`config.mk`:
```
export PLATFORM = sky130hd
export DESIGN_NAME = button_gesture_classifier_top
export DESIGN_NICKNAME = d
export VERILOG_FILES = /design/src/design/bgc_pkg.sv /design/src/design/button_gesture_classifier_top.sv /design/src/design/bgc_click.sv /design/src/design/bgc_repeat.sv
export SDC_FILE = /design/constraint.sdc
export NUM_CORES = 1
export LEC_CHECK = 0
export ABC_AREA = 1
export ABC_CLOCK_PERIOD_IN_PS = 4300
export BUFFER_PORTS_ARGS = -buffer_cell sky130_fd_sc_hd__buf_2
export CORE_MARGIN = 4
export CORE_UTILIZATION = 30
export DETAILED_ROUTE_END_ITERATION = 8
export PLACE_DENSITY = 0.46
export SYNTH_ARGS = -nofsm -noshare
export SYNTH_HDL_FRONTEND = slang
export SYNTH_SLANG_ARGS = --single-unit
export TNS_END_PERCENT = 50
```
`constraint.sdc`:
```
create_clock -name clk -period 4.3 [get_ports clk]
set_clock_uncertainty 0.2 [all_clocks]
set_input_delay 1.075 -clock clk [delete_from_list [all_inputs] [get_ports clk]]
set_output_delay 1.075 -clock clk [all_outputs]
set_load 0.02 [all_outputs]
```
`src/design/bgc_pkg.sv`:
```
// ----------------------------------------------------------------------------
// bgc_pkg
// Shared codes, register defaults and types for the button gesture classifier.
// ----------------------------------------------------------------------------
package bgc_pkg;

	// operation codes carried with each input beat
	localparam logic [1:0] OP_POLL    = 2'd0;
	localparam logic [1:0] OP_CONSUME = 2'd1;
	localparam logic [1:0] OP_CLEAR   = 2'd2;

	// configuration register indexes
	localparam int unsigned REG_IDX_W = 3;
	localparam logic [REG_IDX_W-1:0] REG_ENC_WINDOW   = 3'd0;
	localparam logic [REG_IDX_W-1:0] REG_TOP_WINDOW   = 3'd1;
	localparam logic [REG_IDX_W-1:0] REG_REPEAT_DELAY = 3'd2;
	localparam logic [REG_IDX_W-1:0] REG_REPEAT_IVAL  = 3'd3;
	localparam logic [REG_IDX_W-1:0] REG_ROTARY_EN    = 3'd4;
	localparam logic [REG_IDX_W-1:0] REG_SIDE_EN      = 3'd5;

	// register reset values
	localparam logic [15:0] ENC_WINDOW_RST   = 16'd300;
	localparam logic [15:0] TOP_WINDOW_RST   = 16'd300;
	localparam logic [15:0] REPEAT_DELAY_RST = 16'd400;
	localparam logic [15:0] REPEAT_IVAL_RST  = 16'd100;
	localparam logic        ROTARY_EN_RST    = 1'b1;
	localparam logic        SIDE_EN_RST      = 1'b0;

	// outcome of one click classifier pass
	typedef struct packed {
		logic pending;     // next pending flag
		logic load_time;   // capture now as click time
		logic expired;     // pending click timed out into a single click
		logic dbl;         // double click seen
		logic ignore_clr;  // ignore flag consumed by this click
	} click_res_t;

	// outcome of one side button repeat pass
	typedef struct packed {
		logic        fire;  // one step this poll
		logic [31:0] due;   // next due time, zero is idle
	} repeat_res_t;

endpackage

```
`src/design/button_gesture_classifier_top.sv`:
```
// ----------------------------------------------------------------------------
// button_gesture_classifier_top
// Poll-driven encoder delta, side button auto-repeat and click gesture
// classification for an encoder button and a top button.
// ----------------------------------------------------------------------------
//
//  channel  | handshake              | payload
//  ---------+------------------------+------------------------------------------
//  poll     | poll_valid, poll_stall | op, now_ms, encoder_position, flags
//  result   | res_valid, res_stall   | steps, encoder_events, top_events, ...
//  config   | wr_en                  | wr_index, wr_data
//
//  One beat per cycle while the result side does not stall: an accepted beat
//  is held in the input register, and its work is done as it moves on into
//  the result register, where res_valid rises and the result can be taken.
//  Consume and clear beats update state
//  and give no result. Reset is asynchronous and clears all state and the
//  registers to their defaults. A stall on the result side holds the result
//  register and, once the input register is also full, stalls the poll side.
//
module button_gesture_classifier_top (
	input  logic               clk,
	input  logic               arst_n,
	// config write port
	input  logic               wr_en,
	input  logic [2:0]         wr_index,
	input  logic [15:0]        wr_data,
	// poll channel
	input  logic               poll_valid,
	output logic               poll_stall,
	input  logic [1:0]         op,
	input  logic [31:0]        now_ms,
	input  logic signed [15:0] encoder_position,
	input  logic [3:0]         encoder_flags,
	input  logic [3:0]         top_flags,
	input  logic [1:0]         side_down_flags,
	input  logic [1:0]         side_up_flags,
	// result channel
	output logic               res_valid,
	input  logic               res_stall,
	output logic signed [15:0] steps,
	output logic [5:0]         encoder_events,
	output logic [4:0]         top_events,
	output logic               any_held,
	output logic               touched
);

	// configuration registers
	logic [15:0] enc_window_q;
	logic [15:0] top_window_q;
	logic [15:0] repeat_delay_q;
	logic [15:0] repeat_ival_q;
	logic        rotary_en_q;
	logic        side_en_q;

	// classifier state
	logic [15:0] last_pos_q;
	logic        last_enc_pressed_q;
	logic        enc_pending_q;
	logic [31:0] enc_time_q;
	logic        top_pending_q;
	logic [31:0] top_time_q;
	logic        ignore_top_q;
	logic [31:0] down_due_q;
	logic [31:0] up_due_q;

	// input register
	logic        s1_valid_q;
	logic [1:0]  op_s1;
	logic [31:0] now_s1;
	logic [15:0] pos_s1;
	logic [3:0]  ef_s1;
	logic [3:0]  tf_s1;
	logic [1:0]  df_s1;
	logic [1:0]  uf_s1;

	// result register
	logic        res_valid_q;
	logic [15:0] steps_q;
	logic [5:0]  enc_ev_q;
	logic [4:0]  top_ev_q;
	logic        held_q;
	logic        touched_q;

	logic poll_acc;
	logic s1_adv;
	logic is_poll;

	bgc_pkg::click_res_t  enc_res;
	bgc_pkg::click_res_t  top_res;
	bgc_pkg::repeat_res_t down_res;
	bgc_pkg::repeat_res_t up_res;

	logic [15:0] pos_delta;
	logic [15:0] side_sum;
	logic [15:0] steps_d;
	logic [5:0]  enc_ev_d;
	logic [4:0]  top_ev_d;
	logic        held_d;
	logic        touched_d;

	// handshake control
	assign s1_adv     = s1_valid_q && (!res_valid_q || !res_stall);
	assign poll_stall = s1_valid_q && res_valid_q && res_stall;
	assign poll_acc   = poll_valid && !poll_stall;
	assign is_poll    = (op_s1 == bgc_pkg::OP_POLL);

	// configuration writes
	always_ff @(posedge clk or negedge arst_n) begin
		if (!arst_n) begin
			enc_window_q   <= bgc_pkg::ENC_WINDOW_RST;
			top_window_q   <= bgc_pkg::TOP_WINDOW_RST;
			repeat_delay_q <= bgc_pkg::REPEAT_DELAY_RST;
			repeat_ival_q  <= bgc_pkg::REPEAT_IVAL_RST;
			rotary_en_q    <= bgc_pkg::ROTARY_EN_RST;
			side_en_q      <= bgc_pkg::SIDE_EN_RST;
		end else if (wr_en) begin
			unique case (wr_index)
				bgc_pkg::REG_ENC_WINDOW:   enc_window_q   <= wr_data;
				bgc_pkg::REG_TOP_WINDOW:   top_window_q   <= wr_data;
				bgc_pkg::REG_REPEAT_DELAY: repeat_delay_q <= wr_data;
				bgc_pkg::REG_REPEAT_IVAL:  repeat_ival_q  <= wr_data;
				bgc_pkg::REG_ROTARY_EN:    rotary_en_q    <= wr_data[0];
				bgc_pkg::REG_SIDE_EN:      side_en_q      <= wr_data[0];
				default: ;
			endcase
		end
	end

	// input register valid
	always_ff @(posedge clk or negedge arst_n) begin
		if (!arst_n) begin
			s1_valid_q <= 1'b0;
		end else if (poll_acc) begin
			s1_valid_q <= 1'b1;
		end else if (s1_adv) begin
			s1_valid_q <= 1'b0;
		end
	end

	// input register payload
	always_ff @(posedge clk) begin
		if (poll_acc) begin
			op_s1  <= op;
			now_s1 <= now_ms;
			pos_s1 <= encoder_position;
			ef_s1  <= encoder_flags;
			tf_s1  <= top_flags;
			df_s1  <= side_down_flags;
			uf_s1  <= side_up_flags;
		end
	end

	// click classifiers
	bgc_click u_enc_click (
		.pending    (enc_pending_q),
		.click_time (enc_time_q),
		.window     (enc_window_q),
		.now_ms     (now_s1),
		.click      (ef_s1[2]),
		.long_click (ef_s1[3]),
		.ignore     (1'b0),
		.res        (enc_res)
	);

	bgc_click u_top_click (
		.pending    (top_pending_q),
		.click_time (top_time_q),
		.window     (top_window_q),
		.now_ms     (now_s1),
		.click      (tf_s1[2]),
		.long_click (tf_s1[3]),
		.ignore     (ignore_top_q),
		.res        (top_res)
	);

	// side button repeat
	bgc_repeat u_down_rep (
		.flags         (df_s1),
		.due_q         (down_due_q),
		.now_ms        (now_s1),
		.initial_delay (repeat_delay_q),
		.interval      (repeat_ival_q),
		.res           (down_res)
	);

	bgc_repeat u_up_rep (
		.flags         (uf_s1),
		.due_q         (up_due_q),
		.now_ms        (now_s1),
		.initial_delay (repeat_delay_q),
		.interval      (repeat_ival_q),
		.res           (up_res)
	);

	// step count and event bits
	always_comb begin
		pos_delta = rotary_en_q ? (last_pos_q - pos_s1) : 16'd0;
		side_sum  = 16'd0;
		if (side_en_q) begin
			side_sum = {16{down_res.fire}} + {15'd0, up_res.fire};
		end
		steps_d  = pos_delta + side_sum;
		enc_ev_d = {ef_s1[3], enc_res.dbl, enc_res.expired, ef_s1[0],
			last_enc_pressed_q && !ef_s1[0], ef_s1[1]};
		top_ev_d = {tf_s1[0], tf_s1[3], top_res.dbl, top_res.expired, tf_s1[1]};
		held_d   = ef_s1[0] || tf_s1[0] || (side_en_q && (df_s1[0] || uf_s1[0]));
		touched_d = (steps_d != '0) || (enc_ev_d != '0) || (top_ev_d[3:0] != '0)
			|| held_d;
	end

	// state update per processed beat
	always_ff @(posedge clk or negedge arst_n) begin
		if (!arst_n) begin
			last_pos_q         <= '0;
			last_enc_pressed_q <= 1'b0;
			enc_pending_q      <= 1'b0;
			enc_time_q         <= '0;
			top_pending_q      <= 1'b0;
			top_time_q         <= '0;
			ignore_top_q       <= 1'b0;
			down_due_q         <= '0;
			up_due_q           <= '0;
		end else if (s1_adv) begin
			unique case (op_s1)
				bgc_pkg::OP_POLL: begin
					if (rotary_en_q) begin
						last_pos_q <= pos_s1;
					end
					if (side_en_q) begin
						down_due_q <= down_res.due;
						up_due_q   <= up_res.due;
					end
					last_enc_pressed_q <= ef_s1[0];
					enc_pending_q      <= enc_res.pending;
					if (enc_res.load_time) begin
						enc_time_q <= now_s1;
					end
					top_pending_q <= top_res.pending;
					if (top_res.load_time) begin
						top_time_q <= now_s1;
					end
					if (top_res.ignore_clr) begin
						ignore_top_q <= 1'b0;
					end
				end
				bgc_pkg::OP_CONSUME: begin
					ignore_top_q  <= 1'b1;
					top_pending_q <= 1'b0;
				end
				bgc_pkg::OP_CLEAR: begin
					ignore_top_q  <= 1'b0;
					top_pending_q <= 1'b0;
					enc_pending_q <= 1'b0;
				end
				default: ;
			endcase
		end
	end

	// result register valid
	always_ff @(posedge clk or negedge arst_n) begin
		if (!arst_n) begin
			res_valid_q <= 1'b0;
		end else if (s1_adv) begin
			res_valid_q <= is_poll;
		end else if (!res_stall) begin
			res_valid_q <= 1'b0;
		end
	end

	// result register payload
	always_ff @(posedge clk) begin
		if (s1_adv && is_poll) begin
			steps_q   <= steps_d;
			enc_ev_q  <= enc_ev_d;
			top_ev_q  <= top_ev_d;
			held_q    <= held_d;
			touched_q <= touched_d;
		end
	end

	assign res_valid      = res_valid_q;
	assign steps          = steps_q;
	assign encoder_events = enc_ev_q;
	assign top_events     = top_ev_q;
	assign any_held       = held_q;
	assign touched        = touched_q;

	// poll side only stalls with a full input register
	a_stall_needs_s1: assert property (@(posedge clk) disable iff (!arst_n)
		poll_stall |-> s1_valid_q)
		else $error("poll stall without a held beat");

	// non-poll beats never produce a result
	a_no_result_for_ops: assert property (@(posedge clk) disable iff (!arst_n)
		(s1_adv && !is_poll) |=> !res_valid_q)
		else $error("result from a consume or clear beat");

	// clear op drops every pending flag
	a_clear_drops: assert property (@(posedge clk) disable iff (!arst_n)
		(s1_adv && (op_s1 == bgc_pkg::OP_CLEAR))
		|=> (!ignore_top_q && !top_pending_q && !enc_pending_q))
		else $error("clear left a pending flag");

	// consume op arms the ignore flag
	a_consume_arms: assert property (@(posedge clk) disable iff (!arst_n)
		(s1_adv && (op_s1 == bgc_pkg::OP_CONSUME)) |=> (ignore_top_q && !top_pending_q))
		else $error("consume did not arm the ignore flag");

endmodule

```
`src/design/bgc_click.sv`:
```
// ----------------------------------------------------------------------------
// bgc_click
// Single versus double click separation within a time window, with long
// click cancel and an optional ignore flag.
// ----------------------------------------------------------------------------
module bgc_click (
	input  logic                 pending,
	input  logic [31:0]          click_time,
	input  logic [15:0]          window,
	input  logic [31:0]          now_ms,
	input  logic                 click,
	input  logic                 long_click,
	input  logic                 ignore,
	output bgc_pkg::click_res_t  res
);

	logic [31:0] age;
	logic        expired;
	logic        pend_after;

	// age of the pending click, wrapping
	assign age        = now_ms - click_time;
	assign expired    = pending && (age > {16'd0, window});
	assign pend_after = pending && !expired;

	// click decision
	always_comb begin
		res            = '0;
		res.expired    = expired;
		res.pending    = pend_after;
		if (click) begin
			if (ignore) begin
				res.ignore_clr = 1'b1;
				res.pending    = 1'b0;
			end else if (pend_after) begin
				res.dbl     = 1'b1;
				res.pending = 1'b0;
			end else begin
				res.pending   = 1'b1;
				res.load_time = 1'b1;
			end
		end
		if (long_click) begin
			res.pending = 1'b0;
		end
	end

endmodule

```
`src/design/bgc_repeat.sv`:
```
// ----------------------------------------------------------------------------
// bgc_repeat
// Side button step with initial delay and interval auto-repeat.
// ----------------------------------------------------------------------------
module bgc_repeat (
	input  logic [1:0]            flags,
	input  logic [31:0]           due_q,
	input  logic [31:0]           now_ms,
	input  logic [15:0]           initial_delay,
	input  logic [15:0]           interval,
	output bgc_pkg::repeat_res_t  res
);

	logic [31:0] late;

	// signed lateness against the due time
	assign late = now_ms - due_q;

	always_comb begin
		res.fire = 1'b0;
		res.due  = due_q;
		priority if (flags[1]) begin
			// press edge wins over the pressed bit
			res.fire = 1'b1;
			res.due  = now_ms + {16'd0, initial_delay};
		end else if (!flags[0]) begin
			res.due = '0;
		end else if ((due_q != '0) && !late[31]) begin
			res.fire = 1'b1;
			res.due  = now_ms + {16'd0, interval};
		end else begin
			// held, not yet due or idle: keep the due time
			res.due = due_q;
		end
	end

endmodule

```
# After elaboration in Yosys (flattened, before gate mapping)
# Cells that the tools add are included.
# classes
reduce_logical	55
n_mux	33
n_eq_ne	11
add_sub_neg	9
order_cmp	2
# ops
cell	n
$mux W32	4
$sub A32 B32 Y32	4
$mux W33	2
$add A32 B16 Y32	2
$gt A32 B16 Y1	2
$reduce_bool A32 Y1	2
$mux W16	2
$mux W1	18
$reduce_and A2 Y1	9
$add A16 B16 Y16	1
$reduce_bool A16 Y1	1
$sub A16 B16 Y16	1
$logic_and A1 B1 Y1	13
$reduce_and A3 Y1	4
$logic_not A1 Y1	8
$mux W2	4
$reduce_and A4 Y1	2
$logic_or A1 B1 Y1	7
$eq A3 B2 Y1 const B	2
$eq A3 B3 Y1 const B	2
$ne A3 B1 Y1 const B	2
$reduce_bool A2 Y1	3
$reduce_bool A6 Y1	1
$ne A2 B1 Y1 const B	2
other kinds (11)	12
# word_totals
wordCells	139
out_inout_bits	31
register_bits	307

# Longest topological paths before layout
# Gate-level depths: netlist of run 1.
# depth
depth_word	13
mapped_depth	38
ltp_nobuf	38

# Modules after synthesis
# From an unflattened synthesis of run 1, not the netlist that was laid out.
# unflattened
cells_unflattened	4164
hier_area_um2	28333.4
# by_module_without_submodules
module	area_per_inst_um2	instances	cells_each	seq_area_each_um2
button_gesture_classifier_top	12699.7	1	1029	8156.6
bgc_repeat	4695.8	2	930	0.0
bgc_click at u_enc_click	3121.7	1	637	0.0
bgc_click at u_top_click	3120.5	1	638	0.0

# Worst setup path before layout of run 1
# No wires, ideal clock.
# synth_path
kind	register to register
from	register now_s1[18]
to	register touched_q, in the netlist touched (data pin)
stages_incl_launch_ff	28
period_less_slack_ns	4.403
setup_slack_ns	-0.103
arrival_time_ns	3.943
setup_ns	0.261
cell_sequence	edfxtp_1 > ha_1 > a21oi_1 > o21a_1 > o221ai_1 > a21oi_1 > nand2_1 > nand2_1 > nand3_1 > o21ai_0 > inv_1 > ha_1 > nand2_1 > inv_1 > ha_1 > a21oi_1 > inv_1 > a21oi_1 > inv_1 > nand2_1 > nand3_1 > or2_2 > nand2_1 > nand4_1 > nor2_1 > nand2_1 > nor2_1 > nand3_1
# synth_between
elab_chain_len	13
elab_cells_between_ends	36
classes_between	add/sub (6); order compare (2); mux (12); reduce/logical (16)
# synth_lines
element	line_no	text
from (decl)	button_gesture_classifier_top.sv:70	logic [31:0] now_s1;
from (signal assigned)	button_gesture_classifier_top.sv:145	now_s1 <= now_ms;
$sub A32 B32 Y32	bgc_repeat.sv:17	assign late = now_ms - due_q;
$logic_not A1 Y1	bgc_repeat.sv:28	end else if ((due_q != '0) && !late[31]) begin
$logic_and A1 B1 Y1	bgc_repeat.sv:28	
$mux W1	bgc_repeat.sv:28	
$mux W1	bgc_repeat.sv:26	end else if (!flags[0]) begin
$mux W33	bgc_repeat.sv:22	priority if (flags[1]) begin
$add A1 B2 Y3	button_gesture_classifier_top.sv:201	side_sum = {16{down_res.fire}} + {15'd0, up_res.fire};
$mux W16	button_gesture_classifier_top.sv:200	if (side_en_q) begin
$add A16 B16 Y16	button_gesture_classifier_top.sv:203	steps_d = pos_delta + side_sum;
$reduce_bool A16 Y1	button_gesture_classifier_top.sv:208	touched_d = (steps_d != '0) || (enc_ev_d != '0) || (top_ev_d[3:0] != '0)
$logic_or A1 B1 Y1	button_gesture_classifier_top.sv:208	
$logic_or A1 B1 Y1 *	button_gesture_classifier_top.sv:208	
$logic_or A1 B1 Y1 *	button_gesture_classifier_top.sv:209	|| held_d;
net touched_d	button_gesture_classifier_top.sv:100	logic touched_d;
to (signal assigned)	button_gesture_classifier_top.sv:279	touched_q <= touched_d;
to (decl)	button_gesture_classifier_top.sv:83	logic touched_q;
# Mark *: on every way through the listed nets, which the timed path passes. The rest lies on a longest branch.
# A chain may end at the register's enable or synchronous reset.

# Worst setup path after layout of run 1
# layout_path
from	register now_s1[6]
to	register touched_q, in the netlist touched (data pin)
# layout_between
elab_chain_len	13
elab_cells_between_ends	36
classes_between	add/sub (6); order compare (2); mux (12); reduce/logical (16)
# layout_lines
element	line_no	text
$sub A32 B32 Y32	bgc_repeat.sv:17	
$logic_not A1 Y1	bgc_repeat.sv:28	
$logic_and A1 B1 Y1	bgc_repeat.sv:28	
$mux W1	bgc_repeat.sv:28	
$mux W1	bgc_repeat.sv:26	
$mux W33	bgc_repeat.sv:22	
$add A1 B2 Y3 *	button_gesture_classifier_top.sv:201	
$mux W16 *	button_gesture_classifier_top.sv:200	
$add A16 B16 Y16 *	button_gesture_classifier_top.sv:203	
net steps_d[1]	button_gesture_classifier_top.sv:96	logic [15:0] steps_d;
$reduce_bool A16 Y1 *	button_gesture_classifier_top.sv:208	
$logic_or A1 B1 Y1 * (2 in series)	button_gesture_classifier_top.sv:208	
$logic_or A1 B1 Y1 *	button_gesture_classifier_top.sv:209	
net touched_d	button_gesture_classifier_top.sv:100	
# Marks and branches as above.

==> run summary, run 1 <==
ys async rst share: 0.7036
Final Slew Violations: 0
Post-layout nets: 4,239
worst reg2reg setup slack: -0.47 ns
Area Growth Syn to Fin: 31.24%
critical path class: flip-flop to flip-flop
DR WL/cell: 17.32 um
ratio of cells with drive above 1 in the final layout: 0.2142
status: complete, but fails checks
Final Power: 16.45 mW
Util after Layout: 0.3969
failing checks: negative setup slack
Synth Instances: 3,413
Pwr Density: 525.4 nW/um2
Worst-path clk slew: 0.06 ns
Layout Cells excl Fill: 5,004
routed wire length: 86.68 mm
Synth Warn #: 0
Ports: 117
Core Box Area: 78,870 um2
initial antenna violation count: 5
WP buf/inv: 5
leading register cell type out of synthesis: dfrtp_1
H-tree depth: 2
Worst IR Drop VDD: 0.2258 mV
CTS Buf Count: 39
critical path endpoint category: flip-flop
slew of the pin with the lowest slew margin: 1.194 ns
Setup WS pre-CTS: -0.7634 ns
Row Count: 103
Starting DRT DRC Count: 1,240
Antenna Nets Post-Route: 0
fin crit period: 4.768 ns
chip height: 290.0 um
Synth area leader: dfrtp_1
critical path startpoint category: flip-flop
detailed placer's ending HPWL: 68.50 mm
Cell Area, Synth: 23,850 um2
Final Hold Fails: 0
Most common cell on crit path: nor2_1
period utilization: 1.109
clock latency on the worst-skew pair: 0.57 ns
Worst Path Required: 4.39 ns
Die ar.: 84,080 um2
antenna fix cells: 0
GP Congestion: 0.9136
iteration count of the initial detailed-routing pass: 5
first-pass GRT wire length: 132.2 mm
critical path's slowest cell: fa_2
Root Buffer: clkbuf_16
largest net degree at the start of global routing: 77
Setup Viol. Count Final: 58
RSZ-0062 raised after global routing: true
Synth area leaders: dfrtp_1, nand2_1, ha_1, edfxtp_1, inv_1
die width: 290.0 um
EDFF count, synth: 91
CTS sink cnt: 307
vias per inst: 4.686
IO Port Bufs: 116
Yosys top cell area share: 0.2109
number of hold buffers added after CTS: 0
dpl cells: 4,867
CTS tree: built
worst-path fanout max: 2
worst setup margin: -0.4681 ns
fmax: 0.2097 GHz
slowest cell delay on critical path: 0.51 ns
sequential cell area fraction in the yosys report: 0.3420
CP arrival: 4.86 ns
Synth cell types: 53
vias in the first global route: 23,200
vias: 23,450
initial core utilization: 0.3024
mean cell area of the mapped netlist: 6.988 um2
Synth Register Bits: 307
Hold WC Path Type: flip-flop to flip-flop
Synth Net Count: 3,728
gr usage total: 0.1997
number of max-cap violations: 0
Top Family by Delay on Critical Path: simple AND/OR/NAND/NOR gates
number of remaining DRC errors: 0
Longest Clk Path Bufs: 3
leak pwr: 16.15 nW
relative slew slack: 0.2024
grt total ovfl: 0
fill cell count: 8,391
## worst min-delay path: cells and delay by family (launching register included)
kind / cells / cell delay, ns
flip-flops: 1 / 0.34
AND/OR/NAND/NOR: 2 / 0.10
## report_power, final
group / leakage [nW] / total [mW] / internal, mW / switching (mW)
Combinational: 12.0 / 8.94 / 3.88 / 5.06
Clock: 0.637 / 3.37 / 2.01 / 1.36
Sequential: 3.55 / 4.14 / 3.74 / 0.394
Total: 16.2 / 16.4 / 9.63 / 6.81
## cell usage after synthesis (7+ instances only)
cell type,n
nand2_1,1074
inv_1,564
nand3_1,246
ha_1,223
nor2_1,213
dfrtp_1,201
o21ai_0,178
a21oi_1,161
edfxtp_1,91
nand4_1,89
clkbuf_1,57
xor2_1,55
o22ai_1,29
nor3_1,26
o21a_1,23
xnor2_1,17
nand3b_1,16
dfstp_2,15
nor4_1,13
or2_2,12
nand2_2,9
o21bai_1,8
a31oi_1,7
buf_2,7
nor2_2,7
o21ai_1,7
## per-layer routing
metal,vias to the layer above,track usage,share of wire
li1,12080,-,-
met1,10840,0.2728,0.47
met2,417,0.3366,0.47
met3,107,0.02089,0.035
met4,0,0.05470,0.029
met5,-,0,0
## registers in the layout, summed over array words and instances (netlist names), 4 cells and up
name	flops
down_due_q	32
enc_time_q	32
now_s1	32
top_time_q	32
up_due_q	32
enc_window_q	16
last_pos_q	16
pos_s1	16
repeat_delay_q	16
repeat_ival_q	16
steps	16
top_window_q	16
encoder_events	6
top_events	5
ef_s1	4
tf_s1	4
## kinds of logic (layout without fill, tap and decap cells)
logic type,after synthesis,after routing,share of synthesized area
and+or+nand+nor,1723,1724,0.3056
buffers and inverters,640,1180,0.1022
AOI/OAI and AO/OA,440,440,0.1008
DFF,307,307,0.3420
adders and majority gates,229,229,0.1220
xor gates and xnor gates,72,72,0.02644
muxes,2,2,0.0009442
## area by class of cell
| cell class | count | area (um2) | area share |
|---|---|---|---|
| Clock buffer | 53 | 1120 | 0.03577 |
| Clock inverter | 18 | 185.2 | 0.005916 |
| Inverter | 570 | 2155 | 0.06883 |
| Multi-Input combinational cell | 2467 | 14330 | 0.4576 |
| Sequential cell | 307 | 8157 | 0.2606 |
| Tap cell | 1050 | 1314 | 0.04197 |
| Timing Repair Buffer | 539 | 4049 | 0.1293 |
## cell usage in the layout (no fill, tap or decap), types with 44 or more instances in the layout
| cell type | synthesis | final |
|---|---|---|
| nor2_1 | 213 | 199 |
| o21ai_0 | 178 | 140 |
| buf_4 | 1 | 388 |
| a21oi_1 | 161 | 144 |
| ha_1 | 223 | 190 |
| nand2_2 | 9 | 55 |
| inv_1 | 564 | 554 |
| buf_2 | 7 | 115 |
| edfxtp_1 | 91 | 91 |
| dfrtp_1 | 201 | 201 |
| xor2_1 | 55 | 54 |
| nand3_1 | 246 | 229 |
| clkbuf_16 | 0 | 44 |
| nand2_1 | 1074 | 1012 |
| nand4_1 | 89 | 89 |
## worst paths after layout
kind	from	end	depth (start not counted)
max	now_s1[6]	touched	32
min	top_time_q[7]	top_time_q[7]	2
max reg2reg	now_s1[6]	touched	32
min reg2reg	top_time_q[7]	top_time_q[7]	2
max in group asynchronous	arst_n	repeat_ival_q[2]	2
min in group asynchronous	arst_n	s1_valid_q	1
## repair_timing
action | 4_1_cts | 5_1_grt
resized for setup | 95 | 191
pin swaps | 51 | 69
endpoints found under the setup margin | 77 | 113
gates cloned | 2 | 6
buffers inserted | 46 | 26
## stage by stage
stage | TNS, ns | hold slack (ns) | instance area, um2
6_report | -3.306 | 0.2668 | 31300
2_1_floorplan | 0 | 0.2183 | 23860
3_5_place_dp | -20.76 | 0.2582 | 28260
5_1_grt | -21.32 | 0.2848 | 31300
4_1_cts | -29.39 | 0.2719 | 30420
3_3_place_gp | -19.34 | 0.2537 | 28260
Power figures use the tool's default switching activity.
==> run 2, diff against run 1 <==
Settings changed: PLACE_DENSITY 0.46 to 0.45, REMOVE_ABC_BUFFERS set to 1.
==> run 2 against run 1 <==
  * The flow still finishes with violations (negative setup slack)
  * Fmax fell by 0.32%
  * Sequential share of layout area fell by 0.13 points
  * Utilization up 0.20 points
  * Critical path depth down 1
  * Routed wire length rose by 3.0%
  * Flip-flop and latch count is the same
  * Hold slack lost 0.059 ns
  * Design area grew 0.50%
  * Combinational power grew 0.8%
==> run summary, run 2 (synthesis gave the netlist of run 1 again) <==
status: complete, but fails checks (unchanged)
failing checks: negative setup slack (unchanged)
Core Box Area: 78,870 um2 (unchanged)
worst setup margin: -0.4834 ns (was -0.4681 ns)
largest net degree at the start of global routing: 63 (was 77)
DR WL/cell: 17.74 um (was 17.32 um)
number of max-cap violations: 0 (unchanged)
most frequent cells in the layout: nand2_1, inv_1, buf_4 (unchanged)
iteration count of the initial detailed-routing pass: 5 (unchanged)
CTS Buf Count: 39 (unchanged)
Final Cell Area: 31,460 um2 (was 31,300 um2)
Starting DRT DRC Count: 1,297 (was 1,240)
clock latency on the worst-skew pair: 0.56 ns (was 0.57 ns)
ratio of cells with drive above 1 in the final layout: 0.2229 (was 0.2142)
relative slew slack: 0.4106 (was 0.2024)
number of remaining DRC errors: 0 (unchanged)
Antenna Nets Post-Route: 0 (unchanged)
critical path's slowest cell: fa_1 (was fa_2)
initial core utilization: 0.3024 (unchanged)
critical path class: flip-flop to flip-flop (unchanged)
Setup WS pre-CTS: -0.9608 ns (was -0.7634 ns)
Worst-path clk slew: 0.06 ns (about the same)
GP Congestion: 0.9061 (was 0.9136)
Area Growth Syn to Fin: 31.89% (was 31.24%)
Worst IR Drop VDD: 0.3230 mV (was 0.2258 mV)
Die ar.: 84,080 um2 (unchanged)
vias per inst: 4.722 (was 4.686)
Hold WC Path Type: input pin to async pin (was flip-flop to flip-flop)
slew of the pin with the lowest slew margin: 0.8749 ns (was 1.194 ns)
IO Port Bufs: 116 (unchanged)
critical path endpoint category: flip-flop (unchanged)
slowest cell delay on critical path: 0.50 ns (was 0.51 ns)
Setup Viol. Count Final: 41 (was 58)
routed wire length: 89.32 mm (was 86.68 mm)
period utilization: 1.112 (was 1.109)
H-tree depth: 2 (unchanged)
placed cell areas: 28,480 um2 (was 28,260 um2)
Post-layout nets: 4,265 (was 4,239)
Top Family by Delay on Critical Path: simple AND/OR/NAND/NOR gates (unchanged)
initial antenna violation count: 4 (was 5)
Root Buffer: clkbuf_16 (unchanged)
Final Slew Violations: 0 (unchanged)
Final Hold Fails: 0 (unchanged)
Most common cell on crit path: nor2_1 (unchanged)
first-pass GRT wire length: 134.8 mm (was 132.2 mm)
CTS sink cnt: 307 (unchanged)
critical path startpoint category: flip-flop (unchanged)
grt total ovfl: 0 (unchanged)
gr usage total: 0.2034 (was 0.1997)
fin crit period: 4.783 ns (was 4.768 ns)
commonest non-fill, non-tap cell in the layout: nand2_1 (unchanged)
WP buf/inv: 4 (was 5)
RSZ-0062 raised after global routing: true (unchanged)
vias in the first global route: 23,520 (was 23,200)
Util after Layout: 0.3989 (was 0.3969)
chip height: 290.0 um (unchanged)
Longest Clk Path Bufs: 3 (unchanged)
worst-path fanout max: 3 (was 2)
Worst Path Required: 4.40 ns (was 4.39 ns)
Pwr Density: 527.6 nW/um2 (was 525.4 nW/um2)
fmax: 0.2091 GHz (was 0.2097 GHz)
leak pwr: 16.26 nW (was 16.15 nW)
die width: 290.0 um (unchanged)
CP arrival: 4.88 ns (was 4.86 ns)
Final Power: 16.60 mW (was 16.45 mW)
Row Count: 103 (unchanged)
detailed placer's ending HPWL: 70.19 mm (was 68.50 mm)
vias: 23,770 (was 23,450)
setup TNS: -2.556 ns (was -3.306 ns)
Ports: 117 (unchanged)
CTS tree: built (unchanged)
[run 2: cell types whose count changed in the layout (fill, tap and decap cells not counted), sizes merged]
cell	change
diode	+4
clkinvlp	-2
clkbuf	+6
bufinv	-1
nor2	-1
clkinv	-1
inv	-1
buf	+26
[run 2: layout make-up]
class                           count  area (um2)
Antenna cell                        4       10.01
Fill cell                        8429       47410
Inverter                          570        2151
Timing Repair Buffer              566        4230
Multi-Input combinational cell   2466       14270
Tap cell                         1050        1314
Sequential cell                   307        8157
Clock inverter                     13       132.6
Clock buffer                       58        1192
[run 2: worst paths after layout]
path | from | endpoint | slack, ns | cells past startpoint
worst max-delay path | now_s1[4] | touched | -0.48 | 31
worst min-delay path | arst_n | top_pending_q | 0.21 | 1
worst max register to register | now_s1[4] | touched | -0.48 | 31
worst min register to register | tf_s1[0] | top_events[4] | 0.26 | 0
max in group asynchronous | arst_n | repeat_ival_q[5] | 2.92 | 2
min in group clk | tf_s1[0] | top_events[4] | 0.26 | 0
[run 2: per-stage QoR]
stage / instances / hold slack (ns)
after detailed placement: 4897 / 0.2461
after global routing: 5030 / 0.2222
after global placement: 4897 / 0.2506
after CTS: 4992 / 0.2007
after floorplan: 3343 / 0.2183
final: 5034 / 0.2081
[run 2: per-layer routing]
metal  vias to the layer above  GRT usage  routed length (um)
met2                       418     0.3416               41910
met5                         -          0                   0
li1                      12130          -                   -
met4                         0    0.04606                2000
met3                        97    0.02380                3666
met1                     11130     0.2813               41740
[run 2: what timing repair did]
item | in CTS | in global routing
pin swaps | 38 | 54
resized for setup | 95 | 182
hold buffers | 0 | 0
setup buffers | 24 | 29
endpoints found under the setup margin | 81 | 81
cloned | 0 | 9
[run 2: where the power goes]
| group | switching, mW | internal [mW] |
|---|---|---|
| combinational | 5.14 | 3.86 |
| sequential | 0.414 | 3.74 |
| clock | 1.38 | 2.05 |
| total | 6.94 | 9.66 |
